--- config.mk ---
export PLATFORM = sky130hd
export DESIGN_NAME = name_entropy_threshold_check_flat
export DESIGN_NICKNAME = d
export VERILOG_FILES = /design/src/ent_pkg.sv /design/src/ent_stream_if.sv /design/src/ent_cam.sv /design/src/name_entropy_threshold_check.sv /design/src/flat_wrapper.sv
export SDC_FILE = /design/constraint.sdc
export NUM_CORES = 2
export LEC_CHECK = 0
export BUFFER_PORTS_ARGS = -buffer_cell sky130_fd_sc_hd__buf_4
export CORE_UTILIZATION = 60
export CTS_CLUSTER_DIAMETER = 150
export DETAILED_ROUTE_END_ITERATION = 10
export PLACE_DENSITY = 0.76
export SLEW_MARGIN = 25
export SYNTH_ARGS = -nofsm -noshare
export SYNTH_HDL_FRONTEND = slang
export SYNTH_SLANG_ARGS = --single-unit
--- constraint.sdc ---
create_clock -name clk_i -period 16.9 [get_ports clk_i]
set_clock_uncertainty 0.1 [all_clocks]
set_input_delay 2.535 -clock clk_i [delete_from_list [all_inputs] [get_ports clk_i]]
set_output_delay 2.535 -clock clk_i [all_outputs]
set_load 0.005 [all_outputs]
--- src/ent_pkg.sv ---
// Package for the name entropy threshold check: payload types, register codes,
// fixed widths and the constant functions that build the c*log2(c) tables.
// No dependencies.
package ent_pkg;

  localparam int CHAR_W     = 16;
  localparam int MIN_LEN_W  = 7;
  localparam int THR_W      = 16;
  localparam int CNT_OUT_W  = 7;
  localparam int THR_FRAC   = 12;
  localparam int CFG_IDX_W  = 2;
  localparam int CFG_DATA_W = 16;

  localparam logic [MIN_LEN_W-1:0] MIN_LENGTH_RST = 7'd8;
  localparam logic [THR_W-1:0]     THRESHOLD_RST  = 16'd15565;

  typedef enum logic [CFG_IDX_W-1:0] {
    CFG_MIN_LENGTH  = 2'd0,
    CFG_ENTROPY_THR = 2'd1
  } cfg_reg_e;

  typedef struct packed {
    logic [CHAR_W-1:0] character;
    logic              last_char;
  } item_t;

  typedef struct packed {
    logic                 high_entropy;
    logic                 too_short;
    logic                 length_overflow;
    logic [CNT_OUT_W-1:0] char_count;
  } result_t;

  typedef struct packed {
    logic upd;
    logic clr;
  } tab_ctl_t;

  function automatic longint unsigned fixed_log2(int unsigned c, int unsigned frac_bits);
    int unsigned       n;
    longint unsigned   m;
    longint unsigned   frac;
    n    = 0;
    frac = 0;
    if (c == 0) begin
      return 0;
    end
    for (int k = 0; k < 31; k++) begin
      if ((c >> (k + 1)) != 0) begin
        n = k + 1;
      end
    end
    m = (64'(c) << (31 - n)) & 64'hFFFF_FFFF;
    for (int unsigned i = 0; i < frac_bits; i++) begin
      m    = (m * m) >> 31;
      frac = frac << 1;
      if (m >= 64'h1_0000_0000) begin
        m    = m >> 1;
        frac = frac | 64'd1;
      end
    end
    return (64'(n) << frac_bits) | frac;
  endfunction

  function automatic longint unsigned clogc(int unsigned c, int unsigned frac_bits);
    return 64'(c) * fixed_log2(c, frac_bits);
  endfunction

endpackage

--- src/ent_stream_if.sv ---
// Valid/ready stream channel with a typed payload.
// Depends on nothing; the payload type comes from the instantiating scope.
interface ent_stream_if #(
  parameter type payload_t = logic
);
  logic     valid;
  logic     ready;
  payload_t data;

  modport source (output valid, output data, input ready);
  modport sink (input valid, input data, output ready);
endinterface

--- src/ent_cam.sv ---
// Distinct-character table: parallel match, per-entry counts and allocation.
// Depends on ent_pkg.
module ent_cam #(
  parameter int MAX_LEN = 64,
  parameter int LEN_W   = 7
) (
  input  logic                         clk_i,
  input  logic                         rst_ni,
  input  ent_pkg::tab_ctl_t            ctl_i,
  input  logic [ent_pkg::CHAR_W-1:0]   char_i,
  output logic [LEN_W-1:0]             hit_cnt_o
);

  logic [MAX_LEN-1:0]          valid_q;
  logic [ent_pkg::CHAR_W-1:0]  chars_q [MAX_LEN];
  logic [LEN_W-1:0]            cnt_q [MAX_LEN];
  logic [MAX_LEN-1:0]          hit;
  logic [MAX_LEN-1:0]          free;
  logic [MAX_LEN-1:0]          first_free;
  logic                        any_hit;

  always_comb begin
    hit_cnt_o = '0;
    for (int i = 0; i < MAX_LEN; i++) begin
      hit[i] = valid_q[i] && (chars_q[i] == char_i);
      if (hit[i]) begin
        hit_cnt_o = hit_cnt_o | cnt_q[i];
      end
    end
    any_hit    = |hit;
    free       = ~valid_q;
    first_free = free & (~free + MAX_LEN'(1));
  end

  always_ff @(posedge clk_i or negedge rst_ni) begin
    if (!rst_ni) begin
      valid_q <= '0;
    end else if (ctl_i.clr) begin
      valid_q <= '0;
    end else if (ctl_i.upd && !any_hit) begin
      valid_q <= valid_q | first_free;
    end
  end

  always_ff @(posedge clk_i) begin
    for (int i = 0; i < MAX_LEN; i++) begin
      if (ctl_i.upd && hit[i]) begin
        cnt_q[i] <= cnt_q[i] + LEN_W'(1);
      end else if (ctl_i.upd && !any_hit && first_free[i]) begin
        chars_q[i] <= char_i;
        cnt_q[i]   <= LEN_W'(1);
      end
    end
  end

endmodule

--- src/name_entropy_threshold_check.sv ---
// Top level of the name entropy threshold check.
// Depends on ent_pkg, ent_stream_if and ent_cam.
//
//   Channel     Direction  Payload                                    Transfer
//   item_i      in         character, last_char                       valid & ready
//   result_o    out        high_entropy, too_short, length_overflow,  valid & ready
//                          char_count
//   cfg_*       in         cfg_idx_i, cfg_data_i                      cfg_we_i
//
// One character is taken per cycle while ready is high. A last character passes
// the input register, table update and result register before its result is offered.
// Reset clears the table valid bits, sums and counts at once; no clearing pass.
// A stalled result holds in the output register while characters keep flowing;
// ready drops only when a second finished name is waiting behind it and the
// last character of a third name reaches the input register.
module name_entropy_threshold_check #(
  parameter int MAX_LEN   = 64,
  parameter int FRAC_BITS = 12
) (
  input  logic                               clk_i,
  input  logic                               rst_ni,
  input  logic                               cfg_we_i,
  input  logic [ent_pkg::CFG_IDX_W-1:0]      cfg_idx_i,
  input  logic [ent_pkg::CFG_DATA_W-1:0]     cfg_data_i,
  ent_stream_if.sink                         item_i,
  ent_stream_if.source                       result_o
);

  localparam int LEN_W     = $clog2(MAX_LEN + 1);
  localparam int IDX_W     = $clog2(MAX_LEN);
  localparam int SUM_W     = $clog2(ent_pkg::clogc(MAX_LEN, FRAC_BITS) + 1);
  localparam int THR_W     = ent_pkg::THR_W;
  localparam int MIN_LEN_W = ent_pkg::MIN_LEN_W;
  localparam int CNT_OUT_W = ent_pkg::CNT_OUT_W;
  localparam int MUL_W     = THR_W + LEN_W;
  localparam int LHS_W     = SUM_W + ent_pkg::THR_FRAC;
  localparam int RHS_W     = MUL_W + FRAC_BITS;
  localparam int CMP_W     = (LHS_W > RHS_W) ? LHS_W : RHS_W;
  localparam int CL_W      = (LEN_W > MIN_LEN_W) ? LEN_W : MIN_LEN_W;

  logic [SUM_W-1:0] clogc_tab [MAX_LEN+1];
  logic [SUM_W-1:0] delta_tab [MAX_LEN];

  for (genvar g = 0; g <= MAX_LEN; g++) begin : g_clogc
    assign clogc_tab[g] = SUM_W'(ent_pkg::clogc(g, FRAC_BITS));
  end
  for (genvar g = 0; g < MAX_LEN; g++) begin : g_delta
    assign delta_tab[g] = SUM_W'(ent_pkg::clogc(g + 1, FRAC_BITS)
                                 - ent_pkg::clogc(g, FRAC_BITS));
  end

  logic [MIN_LEN_W-1:0] min_len_q;
  logic [THR_W-1:0]     thr_q;

  always_ff @(posedge clk_i or negedge rst_ni) begin
    if (!rst_ni) begin
      min_len_q <= ent_pkg::MIN_LENGTH_RST;
      thr_q     <= ent_pkg::THRESHOLD_RST;
    end else if (cfg_we_i) begin
      case (ent_pkg::cfg_reg_e'(cfg_idx_i))
        ent_pkg::CFG_MIN_LENGTH:  min_len_q <= cfg_data_i[MIN_LEN_W-1:0];
        ent_pkg::CFG_ENTROPY_THR: thr_q     <= cfg_data_i[THR_W-1:0];
        default: ;
      endcase
    end
  end

  // Flow control through the three register stages.
  logic a_valid_q, a_valid_d;
  logic fin_valid_q, fin_valid_d;
  logic out_valid_q, out_valid_d;
  logic out_free, fin_go, fin_free, b_go, a_free;

  ent_pkg::item_t   a_item_q;
  ent_pkg::result_t out_q, out_d;

  always_comb begin
    out_free    = !out_valid_q || result_o.ready;
    fin_go      = fin_valid_q && out_free;
    fin_free    = !fin_valid_q || out_free;
    b_go        = a_valid_q && (!a_item_q.last_char || fin_free);
    a_free      = !a_valid_q || b_go;
    a_valid_d   = item_i.valid || (a_valid_q && !b_go);
    fin_valid_d = (fin_valid_q && !out_free) || (b_go && a_item_q.last_char);
    out_valid_d = fin_go || (out_valid_q && !result_o.ready);
  end

  assign item_i.ready = a_free;

  always_ff @(posedge clk_i or negedge rst_ni) begin
    if (!rst_ni) begin
      a_valid_q   <= 1'b0;
      fin_valid_q <= 1'b0;
      out_valid_q <= 1'b0;
    end else begin
      if (a_free) begin
        a_valid_q <= a_valid_d;
      end
      fin_valid_q <= fin_valid_d;
      out_valid_q <= out_valid_d;
    end
  end

  always_ff @(posedge clk_i) begin
    if (a_free && item_i.valid) begin
      a_item_q <= item_i.data;
    end
  end

  // Table update stage.
  logic [SUM_W-1:0] sum_q, sum_d;
  logic [LEN_W-1:0] len_q, len_d;
  logic             ovf_q, ovf_d;
  logic [LEN_W-1:0] hit_cnt;
  logic             counting;
  logic [SUM_W-1:0] sum_add;
  logic [SUM_W-1:0] sum_nxt;
  logic [LEN_W-1:0] len_nxt;
  logic             ovf_nxt;
  ent_pkg::tab_ctl_t tab_ctl;

  always_comb begin
    counting    = len_q < LEN_W'(MAX_LEN);
    tab_ctl.upd = b_go && counting;
    tab_ctl.clr = b_go && a_item_q.last_char;
    sum_add     = counting ? delta_tab[hit_cnt[IDX_W-1:0]] : '0;
    sum_nxt     = sum_q + sum_add;
    len_nxt     = len_q + LEN_W'(counting);
    ovf_nxt     = ovf_q || !counting;
    sum_d       = sum_q;
    len_d       = len_q;
    ovf_d       = ovf_q;
    if (b_go) begin
      if (a_item_q.last_char) begin
        sum_d = '0;
        len_d = '0;
        ovf_d = 1'b0;
      end else begin
        sum_d = sum_nxt;
        len_d = len_nxt;
        ovf_d = ovf_nxt;
      end
    end
  end

  ent_cam #(
    .MAX_LEN (MAX_LEN),
    .LEN_W   (LEN_W)
  ) u_ent_cam (
    .clk_i     (clk_i),
    .rst_ni    (rst_ni),
    .ctl_i     (tab_ctl),
    .char_i    (a_item_q.character),
    .hit_cnt_o (hit_cnt)
  );

  always_ff @(posedge clk_i or negedge rst_ni) begin
    if (!rst_ni) begin
      sum_q <= '0;
      len_q <= '0;
      ovf_q <= 1'b0;
    end else begin
      sum_q <= sum_d;
      len_q <= len_d;
      ovf_q <= ovf_d;
    end
  end

  logic [SUM_W-1:0] fin_sum_q;
  logic [LEN_W-1:0] fin_len_q;
  logic             fin_ovf_q;

  always_ff @(posedge clk_i) begin
    if (b_go && a_item_q.last_char) begin
      fin_sum_q <= sum_nxt;
      fin_len_q <= len_nxt;
      fin_ovf_q <= ovf_nxt;
    end
  end

  // Threshold compare stage.
  logic [SUM_W-1:0] total;
  logic [SUM_W-1:0] diff;
  logic [MUL_W-1:0] prod;
  logic [CMP_W-1:0] lhs, rhs;
  logic             short_name;

  always_comb begin
    total      = clogc_tab[fin_len_q];
    diff       = (total > fin_sum_q) ? (total - fin_sum_q) : '0;
    prod       = MUL_W'(thr_q) * MUL_W'(fin_len_q);
    lhs        = CMP_W'(diff) << ent_pkg::THR_FRAC;
    rhs        = CMP_W'(prod) << FRAC_BITS;
    short_name = CL_W'(fin_len_q) < CL_W'(min_len_q);
    out_d.high_entropy    = !short_name && (lhs >= rhs);
    out_d.too_short       = short_name;
    out_d.length_overflow = fin_ovf_q;
    out_d.char_count      = CNT_OUT_W'(fin_len_q);
  end

  always_ff @(posedge clk_i) begin
    if (fin_go) begin
      out_q <= out_d;
    end
  end

  assign result_o.valid = out_valid_q;
  assign result_o.data  = out_q;

endmodule

--- src/flat_wrapper.sv ---
// flat-port wrapper written by rule: the top's interface ports become plain ports
module name_entropy_threshold_check_flat import ent_pkg::*;
#(
  parameter int MAX_LEN   = 64,
  parameter int FRAC_BITS = 12
)
  (clk_i, rst_ni, cfg_we_i, cfg_idx_i, cfg_data_i, item_i_valid, item_i_data, item_i_ready, result_o_valid, result_o_data, result_o_ready);
  ent_stream_if #(.payload_t(item_t)) item_i_i ();
  ent_stream_if #(.payload_t(result_t)) result_o_i ();
  input  logic clk_i;
  input  logic rst_ni;
  input  logic cfg_we_i;
  input  logic [ent_pkg::CFG_IDX_W-1:0] cfg_idx_i;
  input  logic [ent_pkg::CFG_DATA_W-1:0] cfg_data_i;
  input wire logic [$bits(item_i_i.valid)-1:0] item_i_valid;
  input wire logic [$bits(item_i_i.data)-1:0] item_i_data;
  output wire logic [$bits(item_i_i.ready)-1:0] item_i_ready;
  output wire logic [$bits(result_o_i.valid)-1:0] result_o_valid;
  output wire logic [$bits(result_o_i.data)-1:0] result_o_data;
  input wire logic [$bits(result_o_i.ready)-1:0] result_o_ready;
  assign item_i_i.valid = item_i_valid;
  assign item_i_i.data = item_i_data;
  assign item_i_ready = item_i_i.ready;
  assign result_o_valid = result_o_i.valid;
  assign result_o_data = result_o_i.data;
  assign result_o_i.ready = result_o_ready;
  name_entropy_threshold_check #(.MAX_LEN(MAX_LEN), .FRAC_BITS(FRAC_BITS)) u_core (.clk_i(clk_i), .rst_ni(rst_ni), .cfg_we_i(cfg_we_i), .cfg_idx_i(cfg_idx_i), .cfg_data_i(cfg_data_i), .item_i(item_i_i), .result_o(result_o_i));
endmodule
After elaboration in Yosys (flattened, before gate mapping)
Memory sizes are Yosys's and may differ from the RTL's.
Cells that the tools add are included.
{"block": "classes", "reduce_logical": 288, "magnitude_cmp": 6, "n_addsub": 68, "n_mul": 1, "n_eq_ne": 65, "n_bitwise": 133, "n_mux": 648}
{"operator": "$eq A16 B16 Y1", "count": 64}
{"operator": "$mux W16", "count": 63}
{"operator": "$reduce_or A16 Y1", "count": 63}
{"operator": "$mux W6", "count": 127}
{"operator": "$mux W7", "count": 65}
{"operator": "$add A7 B1 Y7 const B", "count": 64}
{"operator": "$mux W1", "count": 384}
{"operator": "$or A6 B6 Y6", "count": 63}
{"operator": "$logic_and A1 B1 Y1", "count": 202}
{"operator": "$mux W21", "count": 7}
{"operator": "$mux W64", "count": 2}
{"operator": "$not A64 Y64", "count": 2}
{"operator": "$add A64 B1 Y64 const B", "count": 1}
{"operator": "$and A64 B64 Y64", "count": 1}
{"operator": "$or A1 B1 Y1", "count": 64}
{"operator": "$or A64 B64 Y64", "count": 1}
{"operator": "$reduce_or A64 Y1", "count": 1}
{"operator": "$ge A33 B35 Y1", "count": 1}
{"operator": "$mul A16 B7 Y23", "count": 1}
{"operator": "$add A21 B21 Y21", "count": 1}
{"operator": "$gt A21 B21 Y1", "count": 1}
{"operator": "$sub A21 B21 Y21", "count": 1}
{"operator": "$logic_not A1 Y1", "count": 10}
{"operator": "$ge A8 B8 Y1 const B", "count": 1}
{"operator": "11 further kinds", "count": 19}
{"block": "word_totals", "output_inout_bits": 12, "mem_bits_ro": 4032, "word_cells": 1231, "ram_bits": 1472, "memories": 4, "ff_bits": 175, "inputBits": 40}
{"memory": "(no name shown)", "words": 128, "width": 21, "rd": 1, "rd_ports_with_merged_regs": 0, "write_ports": 0, "line": "name_entropy_threshold_check.sv:189", "rtl": "total = clogc_tab[fin_len_q];"}
{"memory": "(no name shown)", "words": 64, "width": 21, "rd": 1, "rd_ports_with_merged_regs": 0, "write_ports": 0, "line": "name_entropy_threshold_check.sv:126", "rtl": "sum_add = counting ? delta_tab[hit_cnt[IDX_W-1:0]] : '0;"}
{"memory": "u_core.u_ent_cam.chars_q", "words": 64, "width": 16, "rd": 64, "rd_ports_with_merged_regs": 0, "write_ports": 1, "line": "ent_cam.sv:15", "rtl": "logic [ent_pkg::CHAR_W-1:0] chars_q [MAX_LEN];"}
{"memory": "u_core.u_ent_cam.cnt_q", "words": 64, "width": 7, "rd": 64, "rd_ports_with_merged_regs": 0, "write_ports": 64, "line": "ent_cam.sv:16", "rtl": "logic [LEN_W-1:0] cnt_q [MAX_LEN];"}

Logic depth before layout (Yosys ltp)
An unclocked memory read counts as a cell.
{"block": "logic_depth", "ltp_word": 137, "mapped_depth": 35, "ltp_nobuf": 33}

By module
Synthesis repeated with hierarchy kept, for this count alone.
{"block": "hier_totals", "cells_unflattened": 6878, "area_unflattened_um2": 84716.2}
{"module": "ent_cam", "seq_area_each_um2": 45733.9, "area_per_inst_um2": 71845.2, "cells_each": 5366, "n_inst": 1}
{"module": "name_entropy_threshold_check", "seq_area_each_um2": 3070.4, "area_per_inst_um2": 12871.1, "cells_each": 1512, "n_inst": 1}

Least setup slack after synthesis
No wires, ideal clock.
{"block": "synth_timing", "kind": "reg-to-reg", "from": "register u_core.a_item_q[3] (netlist name)", "to": "register u_core.fin_sum_q[18] (data pin)", "t_arrival_ps": 7696, "synth_period_minus_slack_ps": 8057, "setup_slack_ps": 8843, "path_buffers": 6, "stages_incl_launch_ff": 33, "path_cell_list": "edfxtp_1 -> buf_4 -> buf_6 -> buf_6 -> buf_6 -> buf_4 -> xnor2_1 -> nand4_1 -> nor4_1 -> nand3_1 -> o2111ai_1 -> nor4_1 -> nand4_1 -> inv_1 -> ha_1 -> clkbuf_1 -> inv_1 -> a32oi_1 -> mux2_2 -> a311o_1 -> ha_1 -> nor2b_1 -> o21ai_0 -> a21boi_0 -> o21ai_0 -> a21boi_0 -> o21ai_0 -> a21oi_1 -> o41a_1 -> a21o_1 -> a22oi_1 -> nor2_1 -> xor2_1"}
{"block": "synth_via", "elab_chain_cells": 135, "elab_cells_between_ends": 261, "classes_between": "1 x add/sub; 64 x eq/ne; 67 x mux; 64 x bitwise; 64 x reduce/logical; 1 x memory"}
{"element": "start: declaration", "line": "name_entropy_threshold_check.sv:74", "rtl": "ent_pkg::item_t a_item_q;"}
{"element": "start signal: assignment", "line": "name_entropy_threshold_check.sv:106", "rtl": "a_item_q <= item_i.data;"}
{"element": "$eq A16 B16 Y1", "line": "ent_cam.sv:25", "rtl": "hit[i] = valid_q[i] && (chars_q[i] == char_i);"}
{"element": "$logic_and A1 B1 Y1", "line": "ent_cam.sv:25"}
{"element": "$mux W6", "line": "ent_cam.sv:26", "rtl": "if (hit[i]) begin"}
{"element": "$or A6 B6 Y6", "line": "ent_cam.sv:27", "rtl": "hit_cnt_o = hit_cnt_o | cnt_q[i];"}
{"element": "$mux W6", "line": "ent_cam.sv:26"}
{"element": "$or A6 B6 Y6", "line": "ent_cam.sv:27"}
{"element": "$mux W6", "line": "ent_cam.sv:26"}
{"element": "$or A6 B6 Y6", "line": "ent_cam.sv:27"}
{"element": "[... 119 more ...]"}
{"element": "$or A6 B6 Y6", "line": "ent_cam.sv:27"}
{"element": "$mux W6 *", "line": "ent_cam.sv:26"}
{"element": "$not A6 Y7 (not written as such) *", "line": "name_entropy_threshold_check.sv:126"}
{"element": "$mem_v2 Z64 W21 *"}
{"element": "$mux W21 (not written as such) * (2 in a row)", "line": "name_entropy_threshold_check.sv:126"}
{"element": "$mux W21 *", "line": "name_entropy_threshold_check.sv:126"}
{"element": "$add A21 B21 Y21 *", "line": "name_entropy_threshold_check.sv:127", "rtl": "sum_nxt = sum_q + sum_add;"}
{"element": "named net u_core.sum_nxt[18]", "line": "name_entropy_threshold_check.sv:117", "rtl": "logic [SUM_W-1:0] sum_nxt;"}
{"element": "end signal: assignment", "line": "name_entropy_threshold_check.sv:175", "rtl": "fin_sum_q <= sum_nxt;"}
{"element": "end: declaration", "line": "name_entropy_threshold_check.sv:169", "rtl": "logic [SUM_W-1:0] fin_sum_q;"}
The timed path passes the listed nets; every way through them passes the cells marked *. The select of a mux whose other input is x is not followed.
A chain may end at the register's enable or synchronous reset.

Final worst setup path
{"block": "layout_timing", "from": "register u_core.a_item_q[7] (netlist name)", "to": "register u_core.fin_sum_q[18] (data pin)"}
The elaborated chain is that of the path after synthesis.

==> impl_metrics.ini <==
[min_path]
whs_path_depth = 2
hold_path.class = flop to flop

[cts]
cts_sinks = 1583
post_cts_buffers = 0
clockRootBuffer = clkbuf_16
hold_buffers = 0
clock_latency_ns = 0.84
cts_resized = 0
cts_buffer_depth = 3
numCtsBuffers = 160
htreeDepth = 4
clk_pin_slew_ns = 0.06
cts_tree = done

[worst_setup_path]
critPathMaxFanout = 41
cp-end-kind = flop
startpoint_type = flop
required_ns = 17.37
rr_worst_depth = 29
critPathArrivalTime_ns = 10.65
worst_path_max_delay_cell = nor4_1
critical_path_class = flop to flop
slowest_delay_ns = 0.98

[floorplanning]
core-area_mm2 = 0.140
rows = 137
die_h_um = 378
initial_core_util_pct = 60.6
dieWidth_um = 378
ioPinCount = 52
die-area_mm2 = 0.143

[timing]
fmax_mhz = 98.2
fin_ws_ns = 6.72
slew_headroom_pct = 10.9
finalMaxSlewViolations = 0
layout_worst_path_cycle_share_pct = 60.2
hold_viol = 0
setup_violations = 0
min_period_ns = 10.18
tightest_slew_ns = 1.32
rsz0062_at_grt = no
setup-tns-final_ns = 0

[logic_synthesis]
ys_ff_latch = 1583
async_reset_ff_share_pct = 7.52
synth_area_per_cell_um2 = 12.0
synth_edf_count = 1458
synth_cell_type_count = 97
syn-num-nets = 7383
synth-main-ff-cell = edfxtp_1
synth_area_mm2 = 0.0846
postSynthCellCount = 7071
yosysWarnings = 0
synth_seq_area_share_pct = 55.4

[final_layout]
layout_commonest_cell = edfxtp_1
drive_gt1_share_pct = 8.46
syn_to_final_growth_pct = 10.0
fin_area_mm2 = 0.0931
fin_cells = 9258
nNetsFinal = 7543
mostFrequentLayoutCells = edfxtp_1, xnor2_1, nand3_1

[global_route]
grt_max_degree = 96
grt_pass1_wl_mm = 446
grt_pass1_vias = 59723
antenna_found_initial = 34
grtUsageTotal_pct = 44.6
gr-total-overflow = 0

[placement]
place_area_mm2 = 0.0876
hpwl_mm = 238
port-buffer-count = 51
pre_cts_ws_ns = 7.05
place_inst = 8944
place.gp.congestion = 1.18

[power]
peakVddDrop_mv = 0.116
power_density_mw_per_mm2 = 102
p_leak_nw = 31.5

[route]
wl_mm = 320
drt-initial-drc-count = 9367
viasPerCell = 6.88
num_vias = 63736
drt.antenna.violating_nets = 0
wire_per_inst_um = 34.6
firstDrtPassIters = 8
drc_errors = 0

[job]
drv_cap = 0

[status]
outcome = complete, no violations
-- synthesized netlist by cell type, types with 17 or more instances --
| cell type | number | share of area (%) |
|---|---|---|
| a221oi_1 | 35 | 0.36 |
| o22ai_1 | 17 | 0.13 |
| nor2_1 | 511 | 2.3 |
| a22o_1 | 41 | 0.42 |
| buf_6 | 47 | 0.63 |
| and3_1 | 123 | 0.91 |
| nor2b_1 | 95 | 0.70 |
| or3_1 | 25 | 0.18 |
| nand2b_1 | 63 | 0.47 |
| inv_1 | 262 | 1.2 |
| a31oi_1 | 31 | 0.23 |
| edfxtp_1 | 1458 | 52 |
| a21oi_1 | 123 | 0.73 |
| a32oi_1 | 20 | 0.21 |
| and2_1 | 172 | 1.3 |
| a211oi_1 | 35 | 0.31 |
| nand3_1 | 558 | 3.3 |
| nand2_1 | 305 | 1.4 |
| clkbuf_1 | 113 | 0.50 |
| dfrtp_1 | 109 | 3.2 |
| nand4_1 | 297 | 2.2 |
| buf_4 | 56 | 0.50 |
| o211ai_1 | 17 | 0.15 |
| o2111ai_1 | 51 | 0.53 |
| fa_1 | 71 | 1.7 |
| o21a_1 | 35 | 0.31 |
| a32o_1 | 19 | 0.22 |
| a22oi_1 | 51 | 0.45 |
| a21o_1 | 82 | 0.73 |
| and4_1 | 25 | 0.26 |
| xnor2_1 | 1060 | 11 |
| mux2_2 | 21 | 0.28 |
| ha_1 | 201 | 3.0 |
| xor2_1 | 267 | 2.8 |
| nor4_1 | 128 | 0.95 |
| nor3_1 | 121 | 0.72 |
| o21ai_0 | 125 | 0.74 |
-- power by group --
group / switching, mW / internal [mW]
clock: 1.59 / 2.05
combinational: 0.881 / 0.604
sequential: 0.0427 / 4.31
-- final cells by class --
cell class | instances | area, µm²
Tap cell | 1876 | 2350
Fill cell | 9904 | 46600
Clock inverter | 88 | 1000
Sequential cell | 1583 | 46900
Antenna cell | 15 | 37.5
Inverter | 267 | 1000
Timing Repair Buffer | 246 | 1980
Clock buffer | 210 | 4310
Multi-Input combinational cell | 4973 | 35500
-- metrics by stage --
stage	hold slack (ns)	power [mW]	utilization (%)
global placement	0.361	5.83	62.7
CTS	0.393	9.46	66.5
floorplan	0.300	5.52	-
finish	0.390	9.47	66.6
global route	0.420	9.79	66.6
detailed placement	0.374	5.89	62.7
-- flip-flops by register name (all words and copies together) (netlist names) --
| signal | flops |
|---|---|
| u_core.u_ent_cam.chars_q | 1024 |
| u_core.u_ent_cam.cnt_q | 384 |
| u_core.u_ent_cam.valid_q | 64 |
| u_core.fin_sum_q | 21 |
| u_core.sum_q | 21 |
| u_core.a_item_q | 17 |
| u_core.thr_q | 16 |
| u_core.result_o.data | 10 |
| u_core.fin_len_q | 7 |
| u_core.len_q | 7 |
| u_core.min_len_q | 7 |
| u_core.a_valid_q | 1 |
| u_core.fin_ovf_q | 1 |
| u_core.fin_valid_q | 1 |
| u_core.ovf_q | 1 |
| u_core.result_o.valid | 1 |
-- routing by layer --
layer  global-route usage, %  part of all wire [%]  up-vias
li1                        -                     -    26334
met1                    58.0                    37    31716
met2                    67.5                    44     4683
met3                    12.2                    12      967
met4                    25.3                   6.8       36
met5                       0                  0.11        -
-- path summary, 6_finish.rpt --
kind                                                            end  slack (ns)                    startpoint
setup / recovery                     u_core.fin_sum_q[18]$_DFFE_PP_        6.72  u_core.a_item_q[7]$_DFFE_PP_
hold / removal                          u_core.len_q[0]$_DFFE_PN0P_        0.39   u_core.len_q[0]$_DFFE_PN0P_
setup reg to reg                     u_core.fin_sum_q[18]$_DFFE_PP_        6.72  u_core.a_item_q[7]$_DFFE_PP_
hold reg to reg                         u_core.len_q[0]$_DFFE_PN0P_        0.39   u_core.len_q[0]$_DFFE_PN0P_
max in group asynchronous  u_core.u_ent_cam.valid_q[27]$_DFFE_PN0P_       13.47                        rst_ni
min in group asynchronous  u_core.u_ent_cam.valid_q[62]$_DFFE_PN0P_        1.70                        rst_ni
-- worst max-delay path, delay by kind of cell (launching register included) --
family / cells / cell delay, ns
fa+ha+maj: 2 / 0.74
xor+xnor: 2 / 0.33
simple gates: 7 / 2.53
compound gates: 12 / 2.78
buf+inv: 5 / 2.65
flops: 1 / 0.32
mux: 1 / 0.30
-- cell families (layout without fill, tap and decap cells) --
group                      count (synthesis)  count (layout)  synth area share [%]
DFF                                     1583            1583                  55.4
other                                      0              15                     0
adders and majority gates                272             272                  4.65
buffers and inverters                    515             811                  3.07
muxes                                     39              39                 0.537
xor gates and xnor gates                1327            1327                  13.7
AOI/OAI and AO/OA                        794             794                  6.67
and+or+nand+nor                         2541            2541                  15.9
(Power assumes the default switching activity.)
